## src/hdl/psus_pkg.sv

```systemverilog
`default_nettype none
package psus_pkg;

   // Mode codes as they appear on the result word.
   localparam logic [3:0] MODE_IDLE       = 4'd0;
   localparam logic [3:0] MODE_WAIT       = 4'd1;
   localparam logic [3:0] MODE_BAL        = 4'd2;
   localparam logic [3:0] MODE_POS_START1 = 4'd3;
   localparam logic [3:0] MODE_POS_RUN1   = 4'd4;
   localparam logic [3:0] MODE_POS_START2 = 4'd5;
   localparam logic [3:0] MODE_POS_RUN2   = 4'd6;
   localparam logic [3:0] MODE_NEG_START1 = 4'd7;
   localparam logic [3:0] MODE_NEG_RUN1   = 4'd8;
   localparam logic [3:0] MODE_NEG_START2 = 4'd9;
   localparam logic [3:0] MODE_NEG_RUN2   = 4'd10;

   // Phase codes inside one pulse group.
   localparam logic [1:0] PHASE_START1 = 2'd0;
   localparam logic [1:0] PHASE_RUN1   = 2'd1;
   localparam logic [1:0] PHASE_START2 = 2'd2;
   localparam logic [1:0] PHASE_RUN2   = 2'd3;

   // Register indexes.
   localparam logic [2:0] REG_PULSE_DRIVE  = 3'd0;
   localparam logic [2:0] REG_PULSE_TICKS  = 3'd1;
   localparam logic [2:0] REG_UPRIGHT_LOW  = 3'd2;
   localparam logic [2:0] REG_UPRIGHT_HIGH = 3'd3;
   localparam logic [2:0] REG_FAULT_LOW    = 3'd4;
   localparam logic [2:0] REG_FAULT_HIGH   = 3'd5;
   localparam logic [2:0] REG_SAMPLE_GAP   = 3'd6;
   localparam logic [2:0] REG_PEAK_MARGIN  = 3'd7;

   localparam logic [6:0] DRIVE_MAX = 7'd100;

   typedef struct packed {
      logic [6:0]  pulse_drive;
      logic [9:0]  pulse_ticks;
      logic [11:0] upright_low;
      logic [11:0] upright_high;
      logic [11:0] fault_low;
      logic [11:0] fault_high;
      logic [5:0]  sample_gap;
      logic [7:0]  peak_margin;
   } cfg_type;

   typedef struct packed {
      logic        func;
      logic [11:0] angle;
   } req_type;

   typedef struct packed {
      logic              drive_write;
      logic signed [7:0] drive_value;
      logic              loops_reset;
      logic              outer_strobe;
      logic              inner_strobe;
      logic              fault;
      logic [3:0]        mode;
   } rsp_type;

endpackage
`default_nettype wire

```

## src/hdl/psus_ifs.sv

```systemverilog
`default_nettype none
interface psus_req_if;
   logic        valid;
   logic        ready;
   logic        func;
   logic [11:0] angle;
   modport source (output valid, output func, output angle, input ready);
   modport sink (input valid, input func, input angle, output ready);
endinterface

interface psus_rsp_if;
   logic              valid;
   logic              ready;
   logic              drive_write;
   logic signed [7:0] drive_value;
   logic              loops_reset;
   logic              outer_strobe;
   logic              inner_strobe;
   logic              fault;
   logic [3:0]        mode;
   modport source (output valid, output drive_write, output drive_value, output loops_reset,
                   output outer_strobe, output inner_strobe, output fault, output mode,
                   input ready);
   modport sink (input valid, input drive_write, input drive_value, input loops_reset,
                 input outer_strobe, input inner_strobe, input fault, input mode,
                 output ready);
endinterface

interface psus_csr_if;
   logic        valid;
   logic        ready;
   logic [2:0]  index;
   logic [11:0] wdata;
   modport source (output valid, output index, output wdata, input ready);
   modport sink (input valid, input index, input wdata, output ready);
endinterface
`default_nettype wire

```

## src/hdl/psus_csr.sv

```systemverilog
`default_nettype none
// Configuration register file; writes are always taken.
module psus_csr (
   input  wire logic              clock,
   input  wire logic              reset,
   input  wire logic              wr_en,
   input  wire logic [2:0]        wr_index,
   input  wire logic [11:0]       wr_data,
   output      psus_pkg::cfg_type cfg
);

   psus_pkg::cfg_type cfg_ff;
   psus_pkg::cfg_type cfg_in;

   always_comb begin
      cfg_in = cfg_ff;
      if (wr_en) begin
         case (wr_index)
            psus_pkg::REG_PULSE_DRIVE:  cfg_in.pulse_drive  = wr_data[6:0];
            psus_pkg::REG_PULSE_TICKS:  cfg_in.pulse_ticks  = wr_data[9:0];
            psus_pkg::REG_UPRIGHT_LOW:  cfg_in.upright_low  = wr_data;
            psus_pkg::REG_UPRIGHT_HIGH: cfg_in.upright_high = wr_data;
            psus_pkg::REG_FAULT_LOW:    cfg_in.fault_low    = wr_data;
            psus_pkg::REG_FAULT_HIGH:   cfg_in.fault_high   = wr_data;
            psus_pkg::REG_SAMPLE_GAP:   cfg_in.sample_gap   = wr_data[5:0];
            psus_pkg::REG_PEAK_MARGIN:  cfg_in.peak_margin  = wr_data[7:0];
            default:                    cfg_in = cfg_ff;
         endcase
      end
   end

   always_ff @(posedge clock) begin
      if (reset) begin
         cfg_ff.pulse_drive  <= 7'd40;
         cfg_ff.pulse_ticks  <= 10'd90;
         cfg_ff.upright_low  <= 12'd1700;
         cfg_ff.upright_high <= 12'd2300;
         cfg_ff.fault_low    <= 12'd1000;
         cfg_ff.fault_high   <= 12'd3000;
         cfg_ff.sample_gap   <= 6'd40;
         cfg_ff.peak_margin  <= 8'd2;
      end else begin
         cfg_ff <= cfg_in;
      end
   end

   assign cfg = cfg_ff;

endmodule
`default_nettype wire

```

## src/hdl/psus_core.sv

```systemverilog
`default_nettype none
// Mode state, counters and angle history, plus the next-state logic for one word.
module psus_core #(
   parameter int OUTER_DIV = 50,
   parameter int INNER_DIV = 5
) (
   input  wire logic              clock,
   input  wire logic              reset,
   input  wire logic              step_en,
   input  wire psus_pkg::req_type item,
   input  wire psus_pkg::cfg_type cfg,
   output      psus_pkg::rsp_type result
);

   localparam int OUTER_W = $clog2(OUTER_DIV + 1);
   localparam int INNER_W = $clog2(INNER_DIV + 1);

   logic [3:0]         mode_ff,   mode_in;
   logic [5:0]         sample_ff, sample_in;
   logic [OUTER_W-1:0] outer_ff,  outer_in;
   logic [INNER_W-1:0] inner_ff,  inner_in;
   logic [9:0]         timer_ff,  timer_in;
   logic [11:0]        hist_ff [3];
   logic [11:0]        hist_in [3];

   logic [6:0]  mag;
   logic        pulse_neg_group;
   logic [3:0]  phase_full;
   logic [1:0]  phase;
   logic        drive_neg;
   logic [9:0]  timer_dec;
   logic [11:0] a0, a1, a2;
   logic [12:0] a0_m, a1_m, a2_m;
   logic        bal_hit, pos_hit, neg_hit;
   psus_pkg::rsp_type res;

   assign mag = (cfg.pulse_drive > psus_pkg::DRIVE_MAX) ? psus_pkg::DRIVE_MAX : cfg.pulse_drive;
   assign pulse_neg_group = (mode_ff >= psus_pkg::MODE_NEG_START1);
   assign phase_full = pulse_neg_group ? (mode_ff - psus_pkg::MODE_NEG_START1)
                                       : (mode_ff - psus_pkg::MODE_POS_START1);
   assign phase = phase_full[1:0];
   assign drive_neg = pulse_neg_group ^ phase[1];
   assign timer_dec = timer_ff - 10'd1;

   // Sample window after the shift: a0 newest.
   assign a0 = item.angle;
   assign a1 = hist_ff[0];
   assign a2 = hist_ff[1];
   assign a0_m = {1'b0, a0} + {5'd0, cfg.peak_margin};
   assign a1_m = {1'b0, a1} + {5'd0, cfg.peak_margin};
   assign a2_m = {1'b0, a2} + {5'd0, cfg.peak_margin};

   assign bal_hit = (a0 > cfg.upright_low) && (a0 < cfg.upright_high) &&
                    (a1 > cfg.upright_low) && (a1 < cfg.upright_high);
   assign pos_hit = (a0 >= cfg.upright_high) && (a1 >= cfg.upright_high) &&
                    (a2 >= cfg.upright_high) &&
                    (a1_m < {1'b0, a0}) && (a1_m < {1'b0, a2});
   assign neg_hit = (a0 <= cfg.upright_low) && (a1 <= cfg.upright_low) &&
                    (a2 <= cfg.upright_low) &&
                    ({1'b0, a1} > a0_m) && ({1'b0, a1} > a2_m);

   always_comb begin
      mode_in   = mode_ff;
      sample_in = sample_ff;
      outer_in  = outer_ff;
      inner_in  = inner_ff;
      timer_in  = timer_ff;
      hist_in   = hist_ff;
      res       = '0;
      if (item.func) begin
         mode_in = (mode_ff == psus_pkg::MODE_IDLE) ? psus_pkg::MODE_POS_START2
                                                    : psus_pkg::MODE_IDLE;
      end else begin
         case (mode_ff)
            psus_pkg::MODE_WAIT: begin
               if (sample_ff < cfg.sample_gap) begin
                  sample_in = sample_ff + 6'd1;
               end else begin
                  sample_in  = '0;
                  hist_in[2] = hist_ff[1];
                  hist_in[1] = hist_ff[0];
                  hist_in[0] = item.angle;
                  // Later tests take priority: negative over positive over balance.
                  if (bal_hit) begin
                     mode_in         = psus_pkg::MODE_BAL;
                     res.loops_reset = 1'b1;
                  end
                  if (pos_hit) begin
                     mode_in = psus_pkg::MODE_POS_START1;
                  end
                  if (neg_hit) begin
                     mode_in = psus_pkg::MODE_NEG_START1;
                  end
               end
            end
            psus_pkg::MODE_BAL: begin
               if (outer_ff >= OUTER_W'(OUTER_DIV)) begin
                  outer_in         = '0;
                  res.outer_strobe = 1'b1;
               end else begin
                  outer_in = outer_ff + OUTER_W'(1);
               end
               if (inner_ff >= INNER_W'(INNER_DIV)) begin
                  inner_in         = '0;
                  res.inner_strobe = 1'b1;
                  if ((item.angle > cfg.fault_high) || (item.angle < cfg.fault_low)) begin
                     res.fault = 1'b1;
                     mode_in   = psus_pkg::MODE_IDLE;
                  end
               end else begin
                  inner_in = inner_ff + INNER_W'(1);
               end
            end
            psus_pkg::MODE_POS_START1, psus_pkg::MODE_POS_RUN1,
            psus_pkg::MODE_POS_START2, psus_pkg::MODE_POS_RUN2,
            psus_pkg::MODE_NEG_START1, psus_pkg::MODE_NEG_RUN1,
            psus_pkg::MODE_NEG_START2, psus_pkg::MODE_NEG_RUN2: begin
               if ((phase == psus_pkg::PHASE_START1) || (phase == psus_pkg::PHASE_START2)) begin
                  res.drive_write = 1'b1;
                  res.drive_value = drive_neg ? -$signed({1'b0, mag}) : $signed({1'b0, mag});
                  timer_in        = cfg.pulse_ticks;
                  mode_in         = mode_ff + 4'd1;
               end else begin
                  timer_in = timer_dec;
                  if (timer_dec == 10'd0) begin
                     if (phase == psus_pkg::PHASE_RUN1) begin
                        mode_in = mode_ff + 4'd1;
                     end else begin
                        res.drive_write = 1'b1;
                        mode_in         = psus_pkg::MODE_WAIT;
                     end
                  end
               end
            end
            default: begin
               // Idle, and any code outside the mode list, behaves as idle.
               mode_in         = psus_pkg::MODE_IDLE;
               res.drive_write = 1'b1;
            end
         endcase
      end
      res.mode = mode_in;
   end

   always_ff @(posedge clock) begin
      if (reset) begin
         mode_ff   <= psus_pkg::MODE_IDLE;
         sample_ff <= '0;
         outer_ff  <= '0;
         inner_ff  <= '0;
         timer_ff  <= '0;
         hist_ff   <= '{default: '0};
      end else if (step_en) begin
         mode_ff   <= mode_in;
         sample_ff <= sample_in;
         outer_ff  <= outer_in;
         inner_ff  <= inner_in;
         timer_ff  <= timer_in;
         hist_ff   <= hist_in;
      end
   end

   assign result = res;

endmodule
`default_nettype wire

```

## src/hdl/pendulum_swing_up_sequencer.sv

```systemverilog
`default_nettype none
// Channel  Direction  Word contents
// req_ch   in         func, angle
// rsp_ch   out        drive_write, drive_value, loops_reset, outer_strobe,
//                     inner_strobe, fault, mode
// csr_ch   in         index, wdata (register write, always ready)
//
// Every accepted word gives exactly one result word, which passes first through the input
// register and then through the result register.
// A new word can be accepted every cycle unless both registers are full and stalled.
// Reset is synchronous and active high; it puts the block in idle with all counters,
// the angle history and the configuration registers at their documented defaults.
// A stalled result side fills both registers before req_ch.ready drops.
module pendulum_swing_up_sequencer #(
   parameter int OUTER_DIV = 50,
   parameter int INNER_DIV = 5
) (
   input wire logic   clock,
   input wire logic   reset,
   psus_req_if.sink   req_ch,
   psus_rsp_if.source rsp_ch,
   psus_csr_if.sink   csr_ch
);

   psus_pkg::cfg_type cfg;
   psus_pkg::req_type item_ff;
   psus_pkg::rsp_type result;
   psus_pkg::rsp_type out_ff;
   logic              item_valid_ff, item_valid_in;
   logic              out_valid_ff,  out_valid_in;
   logic              out_free;
   logic              step_en;
   logic              req_take;

   // The result register can be loaded when it is empty or its word leaves this cycle.
   assign out_free = !out_valid_ff || rsp_ch.ready;
   // The held word is worked on exactly when it can move into the result register.
   assign step_en  = item_valid_ff && out_free;
   assign req_ch.ready = !item_valid_ff || step_en;
   assign req_take = req_ch.valid && req_ch.ready;

   assign item_valid_in = req_take || (item_valid_ff && !step_en);
   assign out_valid_in  = step_en || (out_valid_ff && !rsp_ch.ready);

   always_ff @(posedge clock) begin
      if (reset) begin
         item_valid_ff <= 1'b0;
         out_valid_ff  <= 1'b0;
      end else begin
         item_valid_ff <= item_valid_in;
         out_valid_ff  <= out_valid_in;
      end
   end

   // Payload registers carry no reset.
   always_ff @(posedge clock) begin
      if (req_take) begin
         item_ff.func  <= req_ch.func;
         item_ff.angle <= req_ch.angle;
      end
      if (step_en) begin
         out_ff <= result;
      end
   end

   // Configuration writes are taken on every cycle.
   assign csr_ch.ready = 1'b1;

   psus_csr u_csr (
      .clock    (clock),
      .reset    (reset),
      .wr_en    (csr_ch.valid),
      .wr_index (csr_ch.index),
      .wr_data  (csr_ch.wdata),
      .cfg      (cfg)
   );

   psus_core #(
      .OUTER_DIV (OUTER_DIV),
      .INNER_DIV (INNER_DIV)
   ) u_core (
      .clock   (clock),
      .reset   (reset),
      .step_en (step_en),
      .item    (item_ff),
      .cfg     (cfg),
      .result  (result)
   );

   assign rsp_ch.valid        = out_valid_ff;
   assign rsp_ch.drive_write  = out_ff.drive_write;
   assign rsp_ch.drive_value  = out_ff.drive_value;
   assign rsp_ch.loops_reset  = out_ff.loops_reset;
   assign rsp_ch.outer_strobe = out_ff.outer_strobe;
   assign rsp_ch.inner_strobe = out_ff.inner_strobe;
   assign rsp_ch.fault        = out_ff.fault;
   assign rsp_ch.mode         = out_ff.mode;

endmodule
`default_nettype wire

```

## src/flat_wrapper.sv

```systemverilog
// flat-port wrapper written by rule: the top's interface ports become plain ports
module pendulum_swing_up_sequencer_flat 
#(
   parameter int OUTER_DIV = 50,
   parameter int INNER_DIV = 5
)
  (clock, reset, req_ch_valid, req_ch_func, req_ch_angle, req_ch_ready, rsp_ch_valid, rsp_ch_drive_write, rsp_ch_drive_value, rsp_ch_loops_reset, rsp_ch_outer_strobe, rsp_ch_inner_strobe, rsp_ch_fault, rsp_ch_mode, rsp_ch_ready, csr_ch_valid, csr_ch_index, csr_ch_wdata, csr_ch_ready);
  psus_req_if req_ch_i ();
  psus_rsp_if rsp_ch_i ();
  psus_csr_if csr_ch_i ();
  input wire logic clock;
  input wire logic reset;
  input wire logic [$bits(req_ch_i.valid)-1:0] req_ch_valid;
  input wire logic [$bits(req_ch_i.func)-1:0] req_ch_func;
  input wire logic [$bits(req_ch_i.angle)-1:0] req_ch_angle;
  output wire logic [$bits(req_ch_i.ready)-1:0] req_ch_ready;
  output wire logic [$bits(rsp_ch_i.valid)-1:0] rsp_ch_valid;
  output wire logic [$bits(rsp_ch_i.drive_write)-1:0] rsp_ch_drive_write;
  output wire logic [$bits(rsp_ch_i.drive_value)-1:0] rsp_ch_drive_value;
  output wire logic [$bits(rsp_ch_i.loops_reset)-1:0] rsp_ch_loops_reset;
  output wire logic [$bits(rsp_ch_i.outer_strobe)-1:0] rsp_ch_outer_strobe;
  output wire logic [$bits(rsp_ch_i.inner_strobe)-1:0] rsp_ch_inner_strobe;
  output wire logic [$bits(rsp_ch_i.fault)-1:0] rsp_ch_fault;
  output wire logic [$bits(rsp_ch_i.mode)-1:0] rsp_ch_mode;
  input wire logic [$bits(rsp_ch_i.ready)-1:0] rsp_ch_ready;
  input wire logic [$bits(csr_ch_i.valid)-1:0] csr_ch_valid;
  input wire logic [$bits(csr_ch_i.index)-1:0] csr_ch_index;
  input wire logic [$bits(csr_ch_i.wdata)-1:0] csr_ch_wdata;
  output wire logic [$bits(csr_ch_i.ready)-1:0] csr_ch_ready;
  assign req_ch_i.valid = req_ch_valid;
  assign req_ch_i.func = req_ch_func;
  assign req_ch_i.angle = req_ch_angle;
  assign req_ch_ready = req_ch_i.ready;
  assign rsp_ch_valid = rsp_ch_i.valid;
  assign rsp_ch_drive_write = rsp_ch_i.drive_write;
  assign rsp_ch_drive_value = rsp_ch_i.drive_value;
  assign rsp_ch_loops_reset = rsp_ch_i.loops_reset;
  assign rsp_ch_outer_strobe = rsp_ch_i.outer_strobe;
  assign rsp_ch_inner_strobe = rsp_ch_i.inner_strobe;
  assign rsp_ch_fault = rsp_ch_i.fault;
  assign rsp_ch_mode = rsp_ch_i.mode;
  assign rsp_ch_i.ready = rsp_ch_ready;
  assign csr_ch_i.valid = csr_ch_valid;
  assign csr_ch_i.index = csr_ch_index;
  assign csr_ch_i.wdata = csr_ch_wdata;
  assign csr_ch_ready = csr_ch_i.ready;
  pendulum_swing_up_sequencer #(.OUTER_DIV(OUTER_DIV), .INNER_DIV(INNER_DIV)) u_core (.clock(clock), .reset(reset), .req_ch(req_ch_i), .rsp_ch(rsp_ch_i), .csr_ch(csr_ch_i));
endmodule
```

## config.mk

```make
export PLATFORM = sky130hd
export DESIGN_NAME = pendulum_swing_up_sequencer_flat
export DESIGN_NICKNAME = d
export VERILOG_FILES = /design/src/hdl/psus_pkg.sv /design/src/hdl/psus_ifs.sv /design/src/hdl/psus_csr.sv /design/src/hdl/psus_core.sv /design/src/hdl/pendulum_swing_up_sequencer.sv /design/src/flat_wrapper.sv
export SDC_FILE = /design/constraint.sdc
export NUM_CORES = 1
export LEC_CHECK = 0
export BUFFER_PORTS_ARGS = -buffer_cell sky130_fd_sc_hd__clkbuf_2
export CAP_MARGIN = 20
export CORE_MARGIN = 4
export CORE_UTILIZATION = 50
export CTS_BUF_LIST = sky130_fd_sc_hd__clkbuf_4 sky130_fd_sc_hd__clkbuf_8
export DETAILED_ROUTE_END_ITERATION = 10
export PLACE_DENSITY = 0.67
export SLEW_MARGIN = 5
export SYNTH_ARGS = -nofsm -noshare
export SYNTH_HDL_FRONTEND = slang
export SYNTH_SLANG_ARGS = --single-unit
```

## constraint.sdc

```tcl
create_clock -name clock -period 10.6 [get_ports clock]
set_input_delay 0 -clock clock [delete_from_list [all_inputs] [get_ports clock]]
set_output_delay 0 -clock clock [all_outputs]
set_load 0.01 [all_outputs]
```

# --- After elaboration in Yosys (flattened, before gate mapping) ---
# Cells that the tools add are included.
totals:
  reg_bits: 164
  inputBits: 33
  out_inout_bits: 20
  wordCells: 162
op_classes:
  add_sub_neg: 11
  order_cmp: 21
  eq_ne: 19
  mux: 27
  bitwise_logic: 9
  reduce_logical: 48
ops:
  columns: ["cell", "count"]
  rows:
  - ["2-to-1 mux 4 bit", 10]
  - ["adder 12 x 8 -> 13 bit", 3]
  - ["greater-or-equal comparator 12 bit", 3]
  - ["greater-than comparator 12 bit", 3]
  - ["<= comparator 12 bit", 3]
  - ["less-than comparator 12 bit", 3]
  - ["greater-than comparator 12 x 13 -> 1 bit", 2]
  - ["less-than comparator 13 x 12 -> 1 bit", 2]
  - ["equality test 4 x 3 -> 1 bit, second input constant", 4]
  - ["AND reduction 2 bit", 8]
  - ["logical AND 1 bit", 15]
  - ["2-to-1 mux 7 bit", 2]
  - ["adder 6 x 1 -> 6 bit, second input constant", 2]
  - ["equality test 3 bit, second input constant", 4]
  - ["equality test 4 bit, second input constant", 3]
  - ["2-to-1 mux 6 bit", 2]
  - ["case mux 4 bit (3 select lines)", 1]
  - ["logical NOT 10 bit", 1]
  - ["2-to-1 mux 10 bit", 1]
  - ["subtractor 10 x 1 -> 10 bit, second input constant", 1]
  - ["AND reduction 3 bit", 3]
  - ["OR reduction 3 bit", 3]
  - ["equality test 4 x 2 -> 1 bit, second input constant", 2]
  - ["negation 7 -> 8 bit", 1]
  - ["28 further kinds", 53]

# --- Longest topological paths before layout ---
depth:
  depth_word: 10
  mapped_depth: 18
  mapped_depth_nobuf: 18

# --- Hierarchy ---
# Synthesis repeated with hierarchy kept, for this count alone.
unflattened:
  cells_unflattened: 1293
  hier_area_um2: 11576.1
by_module_without_submodules:
  columns: ["mod", "n_inst", "cells_each", "area_each_um2", "seq_area_each_um2"]
  rows:
  - ["psus_core", 1, 958, 7445.9, 1061.0]
  - ["psus_csr", 1, 293, 3114.2, 1581.5]
  - ["pendulum_swing_up_sequencer", 1, 42, 1016.0, 940.9]

# --- Worst setup path before layout ---
# Ideal clock, no wire load.
synth_timing:
  kind: "reg2reg"
  startpoint: "reg u_core.u_csr.cfg_ff (netlist bit u_core.u_csr.cfg[0])"
  endpoint: "reg u_core.out_ff (netlist bit u_core.rsp_ch.mode[0]) (data pin)"
  setup_ns: 0.272
  t_arrival_ns: 3.432
  required_ns: 10.328
  setup_slack_ns: 6.896
  path_stages_with_launch: 18
  path_buffers: 0
  synth_period_minus_slack_ns: 3.704
  path_cell_list: "dfxtp_1 -> ha_1 -> fa_1 -> a21oi_1 -> nor2_1 -> a311o_1 -> o31ai_1 -> nor3_1 -> xnor2_1 -> ha_1 -> nand3_1 -> nor4_1 -> a21oi_1 -> o2111a_1 -> nand4_1 -> nor4_1 -> o21ai_0 -> nand2_1"
synth_lines:
  columns: ["item", "line", "source"]
  rows:
  - ["from (decl)", "psus_csr.sv:12", "psus_pkg::cfg_type cfg_ff;"]
  - ["from (signal assigned)", "psus_csr.sv:43", "cfg_ff <= cfg_in;"]
  - ["to (signal assigned)", "pendulum_swing_up_sequencer.sv:62", "out_ff <= result;"]
  - ["to (decl)", "pendulum_swing_up_sequencer.sv:28", "psus_pkg::rsp_type out_ff;"]

# --- Worst setup path in the final report ---
layout_timing:
  startpoint: "reg u_core.u_csr.cfg_ff (netlist bit u_core.u_csr.cfg[1])"
  endpoint: "reg u_core.u_core.mode_ff[1]"
layout_via:
  elab_chain_cells: 9
  elab_cells_between_ends: 16
  cone_classes: "3 x add/sub; 4 x order compare; 5 x mux; 4 x reduce/logical"
layout_rtl:
  columns: ["item", "line", "source"]
  rows:
  - ["adder 12 x 8 -> 13 bit", "psus_core.sv:50", "assign a1_m = {1'b0, a1} + {5'd0, cfg.peak_margin};"]
  - ["less-than comparator 13 x 12 -> 1 bit", "psus_core.sv:57", "(a1_m < {1'b0, a0}) && (a1_m < {1'b0, a2});"]
  - ["logical AND 1 bit", "psus_core.sv:56", "(a2 >= cfg.upright_high) &&"]
  - ["logical AND 1 bit", "psus_core.sv:57", null]
  - ["2-to-1 mux 4 bit", "psus_core.sv:88", "if (pos_hit) begin"]
  - ["2-to-1 mux 4 bit (*)", "psus_core.sv:91", "if (neg_hit) begin"]
  - ["2-to-1 mux 4 bit (*)", "psus_core.sv:76", "if (sample_ff < cfg.sample_gap) begin"]
  - ["case mux 4 bit (3 select lines) (*)", "psus_core.sv:74", "case (mode_ff)"]
  - ["2-to-1 mux 4 bit (*)", "psus_core.sv:70", "if (item.func) begin"]
  - ["to (signal assigned)", "psus_core.sv:147", "mode_ff <= psus_pkg::MODE_IDLE;"]
  - ["to (signal assigned)", "psus_core.sv:154", "mode_ff <= mode_in;"]
  - ["to (decl)", "psus_core.sv:18", "logic [3:0] mode_ff, mode_in;"]
# Mark *: on every way between the ends. The rest lies on a longest branch, timed or not.
# A chain may end at the register's enable or synchronous reset.

==> results.txt <==
The floorplan step defined a die boundary enclosing 25000 um^2. For the worst flop-to-flop path, the logic depth is 17. After floorplanning, the core was divided into 54 placement rows. For this design the static power due to leakage is 5.33 nW. Number of diodes added for antenna fixing: 0. The number of global-route vias before repair came out at 8941. The wire length after detailed routing was 30900 um. Setup repair after global routing left no endpoint under its margin. First-pass iteration count of the detailed router: 5. After detailed routing, the number of vias per cell comes to 5.71. After layout, the worst setup slack is 5.99 ns. At the pin with the least slew margin, the transition time is 1.12 ns. STA classifies the critical path endpoint as a flop. The first global-routing pass estimated 49200 um of wire.

OpenSTA, run right after detailed placement, puts the worst setup slack at 6.11 ns. The tools report the core region area as 22000 um^2. The multi-input combinational cells in the finished layout cover a total of 7130 um^2. In this run the number of cells on the critical path is 17. After detailed placement, the design holds a cell count of 1644. Across the run, the number of max-cap violations was 0. Compared with the post-synthesis result, the final layout area differs by 10.1%.

In this run, post-CTS hold repair placed 30 buffers. The run finished with clean final reports. Number of clock buffers inserted by TritonCTS: 17. Headroom to the max-slew limit came out at 25.2%. In the final design database the tool counted 1632 nets. Most common cell after layout, fill and taps aside: nand2_1. Along the worst path, the maximum fanout reaches 6. The routed layout has 9736 vias.

The first routing iteration left 614 violations. The power density of the placed cells is 105 nW/um^2. CTS placed an instance of clkbuf_8 at the clock tree root. In the final layout, the share of cells above drive strength 1 is 7.08%. The min-delay analysis places its worst path in the category in2reg. The run gives 0 ns as the setup TNS. Horizontal die dimension: 158 um. Clock skew on the completed layout was measured at 0.0218 ns.

The sequential cells in the finished layout cover a total of 3580 um^2. The warning count from the yosys run was 0; the pin count of the biggest net entering global routing was 85. The worst-case IR drop observed on VDD is 0.0703 mV. The HPWL after detailed placement is 22800 um. The tools report the number of slew-limit violations in the final report as 0. For this run, the top clock speed supported by timing is 217 MHz. The top cell types in the final layout, fill and taps aside, are nand2_1, ha_1, a21oi_1, dfxtp_1, nor2_1.

Startpoint-to-endpoint class of the critical path: reg2reg. Sequential cells were found to cover 31.8% of the synthesized design area. For this run, design rule violations remaining after detail routing come to 0. The tools report the largest buffer count on any clock path as 2. The number of top-level design ports was 53; the final critical delay including setup and external delays was 4.61 ns. The cell area that synthesis handed to floorplanning was 11300 um^2. The finished layout holds 1706 standard cells, fillers aside.

For this run, the slowest stage of the critical path takes 0.48 ns. The average wire per standard cell works out to 18.1 um. The run gives 25.2% as the total track usage. The total overflow reported by the global router was 0; the number of levels in the clock H-tree was 4. The clock reaches the later pin of the worst-skew pair after 0.48 ns.

Once detail routing completed, the nets flagged for antenna violations numbered 0. The cell type of the slowest stage on the worst timing path is dfxtp_1. In this run the mean area of a mapped cell was 8.32 um^2.

The clock-pin slew of the registers on the worst-case setup and hold paths works out to 0.10 ns. The number of setup violations in the final report is 0. TritonCTS built the clock tree. Combined buffer and inverter count along the critical path: 1. The run gives 0.919 as the final estimated routing congestion in global placement. For the hold violation total from the final report, the log shows 0. Port buffering added 51 buffers. The filler cells instantiated in the layout total 2031.

The initial cell density of the core came out at 51.2%. The critical path goes through inv_1 > fa_1 > nor2b_1 > o21a_1 > o31ai_1 > a211oi_1 > nand3_1 > xnor2_1 > ha_1 > a21o_1 > a211oi_1 > o21ai_0 > a21oi_1 > nand4_1 > nor4bb_1 > o21ai_0 > a311oi_1. STA puts the critical path data arrival time at 4.98 ns.

The worst hold path passes through 2 cells. The count of flip-flops with a built-in enable after synthesis is 30. Unique cell type count in the Yosys netlist: 71. Number of antenna violations at the first check in global routing: 0.

Count of clock tree sinks: 164. Post-CTS timing repair inserted 0 buffers for setup. For this run, asynchronously set or reset flops after synthesis account for 0%. The synthesized design contains 164 register bits.

Synthesis produced a netlist whose cell count is 1356. Counting every net in the synthesized netlist gives 1575. The die is 158 um tall.

Among cell families on the critical path, the largest total delay comes from compound AO/OA/AOI/OAI gates. Post-CTS repair changed the size of 0 cells. Among all flip-flop cells after synthesis, the most frequent one is dfxtp_1. The post-route fraction of the period consumed by the critical path was 43.5%.

At the worst endpoint, the required time is 10.97 ns. The worst setup path is launched from a flop.
==> report_power, final <==
part           leakage, nW  internal (mW)  total, mW  switching, mW
registers             1.37          0.651      0.671         0.0205
clock network        0.195          0.195      0.460          0.265
logic                 3.76         0.0696      0.173          0.103
==> Yosys cell counts (4+ instances only) <==
cell | number | share of area (%)
nor3_1 | 31 | 1.4
a211o_1 | 26 | 2.0
nor2b_1 | 18 | 1.0
dfxtp_1 | 134 | 24
o21bai_1 | 5 | 0.33
xor2_1 | 21 | 1.6
or2_2 | 5 | 0.28
o31a_1 | 4 | 0.31
nand3_1 | 20 | 0.89
a211oi_1 | 13 | 0.87
and4_1 | 5 | 0.39
or3_1 | 6 | 0.33
o211ai_1 | 8 | 0.53
nor2_1 | 120 | 4.0
a31oi_1 | 4 | 0.22
o31ai_1 | 6 | 0.40
a221oi_1 | 4 | 0.31
nand3b_1 | 17 | 1.1
clkbuf_1 | 42 | 1.4
mux2i_1 | 19 | 1.7
nand2b_1 | 14 | 0.78
a21oi_1 | 134 | 5.9
inv_1 | 99 | 3.3
ha_1 | 183 | 20
o21ai_1 | 4 | 0.18
nand2_1 | 196 | 6.5
nand4_1 | 25 | 1.4
o21a_1 | 11 | 0.73
a21o_1 | 15 | 1.0
xnor2_1 | 25 | 1.9
o21ai_0 | 43 | 1.9
edfxtp_1 | 30 | 8.0
nor4_1 | 9 | 0.50
o22ai_1 | 4 | 0.22
nor3b_1 | 4 | 0.27
==> sequential cells by signal, summed over array words and instances, names as in the netlist, 3 cells and up <==
name                       cells
u_core.item_ff                13
u_core.rsp_ch.drive_value      8
u_core.rsp_ch.mode             4
u_core.u_core.a1              12
u_core.u_core.a2              12
u_core.u_core.inner_ff         3
u_core.u_core.mode_ff          4
u_core.u_core.outer_ff         6
u_core.u_core.sample_ff        6
u_core.u_core.timer_ff        10
u_core.u_csr.cfg              79
==> final timing paths <==
path,from,to,slack [ns]
max,u_core.u_csr.cfg[1],u_core.u_core.mode_ff[1],5.99
min,reset,u_core.u_core.timer_ff[4],0.11
max reg2reg,u_core.u_csr.cfg[1],u_core.u_core.mode_ff[1],5.99
min reg2reg,u_core.u_csr.cfg[54],u_core.u_csr.cfg[54],0.46
==> layout make-up <==
type	count	area share (%)
Tap cell	280	2.82
Timing Repair Buffer	87	4.85
Inverter	100	3.02
Sequential cell	164	28.8
Clock buffer	18	1.94
Multi-Input combinational cell	1043	57.4
Clock inverter	14	1.11
==> stage by stage <==
step | utilization (%) | total power [mW] | cell area, um^2 | hold WS [ns]
2_1_floorplan | - | 0.794 | 11300 | 0.0989
3_3_place_gp | 53.3 | 0.844 | 11700 | 0.177
3_5_place_dp | 53.3 | 0.847 | 11700 | 0.179
4_1_cts | 56.4 | 1.31 | 12400 | 0.0963
5_1_grt | 56.4 | 1.36 | 12400 | 0.151
6_report | 56.4 | 1.30 | 12400 | 0.110
==> per-layer routing <==
metal  vias to the layer above  routed length (um)  global-route usage (%)
met4                         0                 527                    5.97
li1                       4918                   -                       -
met1                      4552               15000                    36.2
met2                       228               13900                    40.3
met3                        38                1510                    3.58
met5                         -                   0                       0
==> logic make-up (layout without fill, tap and decap cells) <==
| kind of cell | Yosys count | after routing | share of synthesized area, % |
|---|---|---|---|
| other | 1 | 1 | 0.0332 |
| buffers and inverters | 149 | 219 | 5.10 |
| adders and majority gates | 186 | 186 | 20.8 |
| xor gates and xnor gates | 46 | 46 | 3.57 |
| muxes | 19 | 19 | 1.69 |
| and+or+nand+nor | 484 | 484 | 19.8 |
| DFF | 164 | 164 | 31.8 |
| AOI/OAI and AO/OA | 307 | 307 | 17.2 |
No activity file was read; power rests on OpenSTA's default activity.
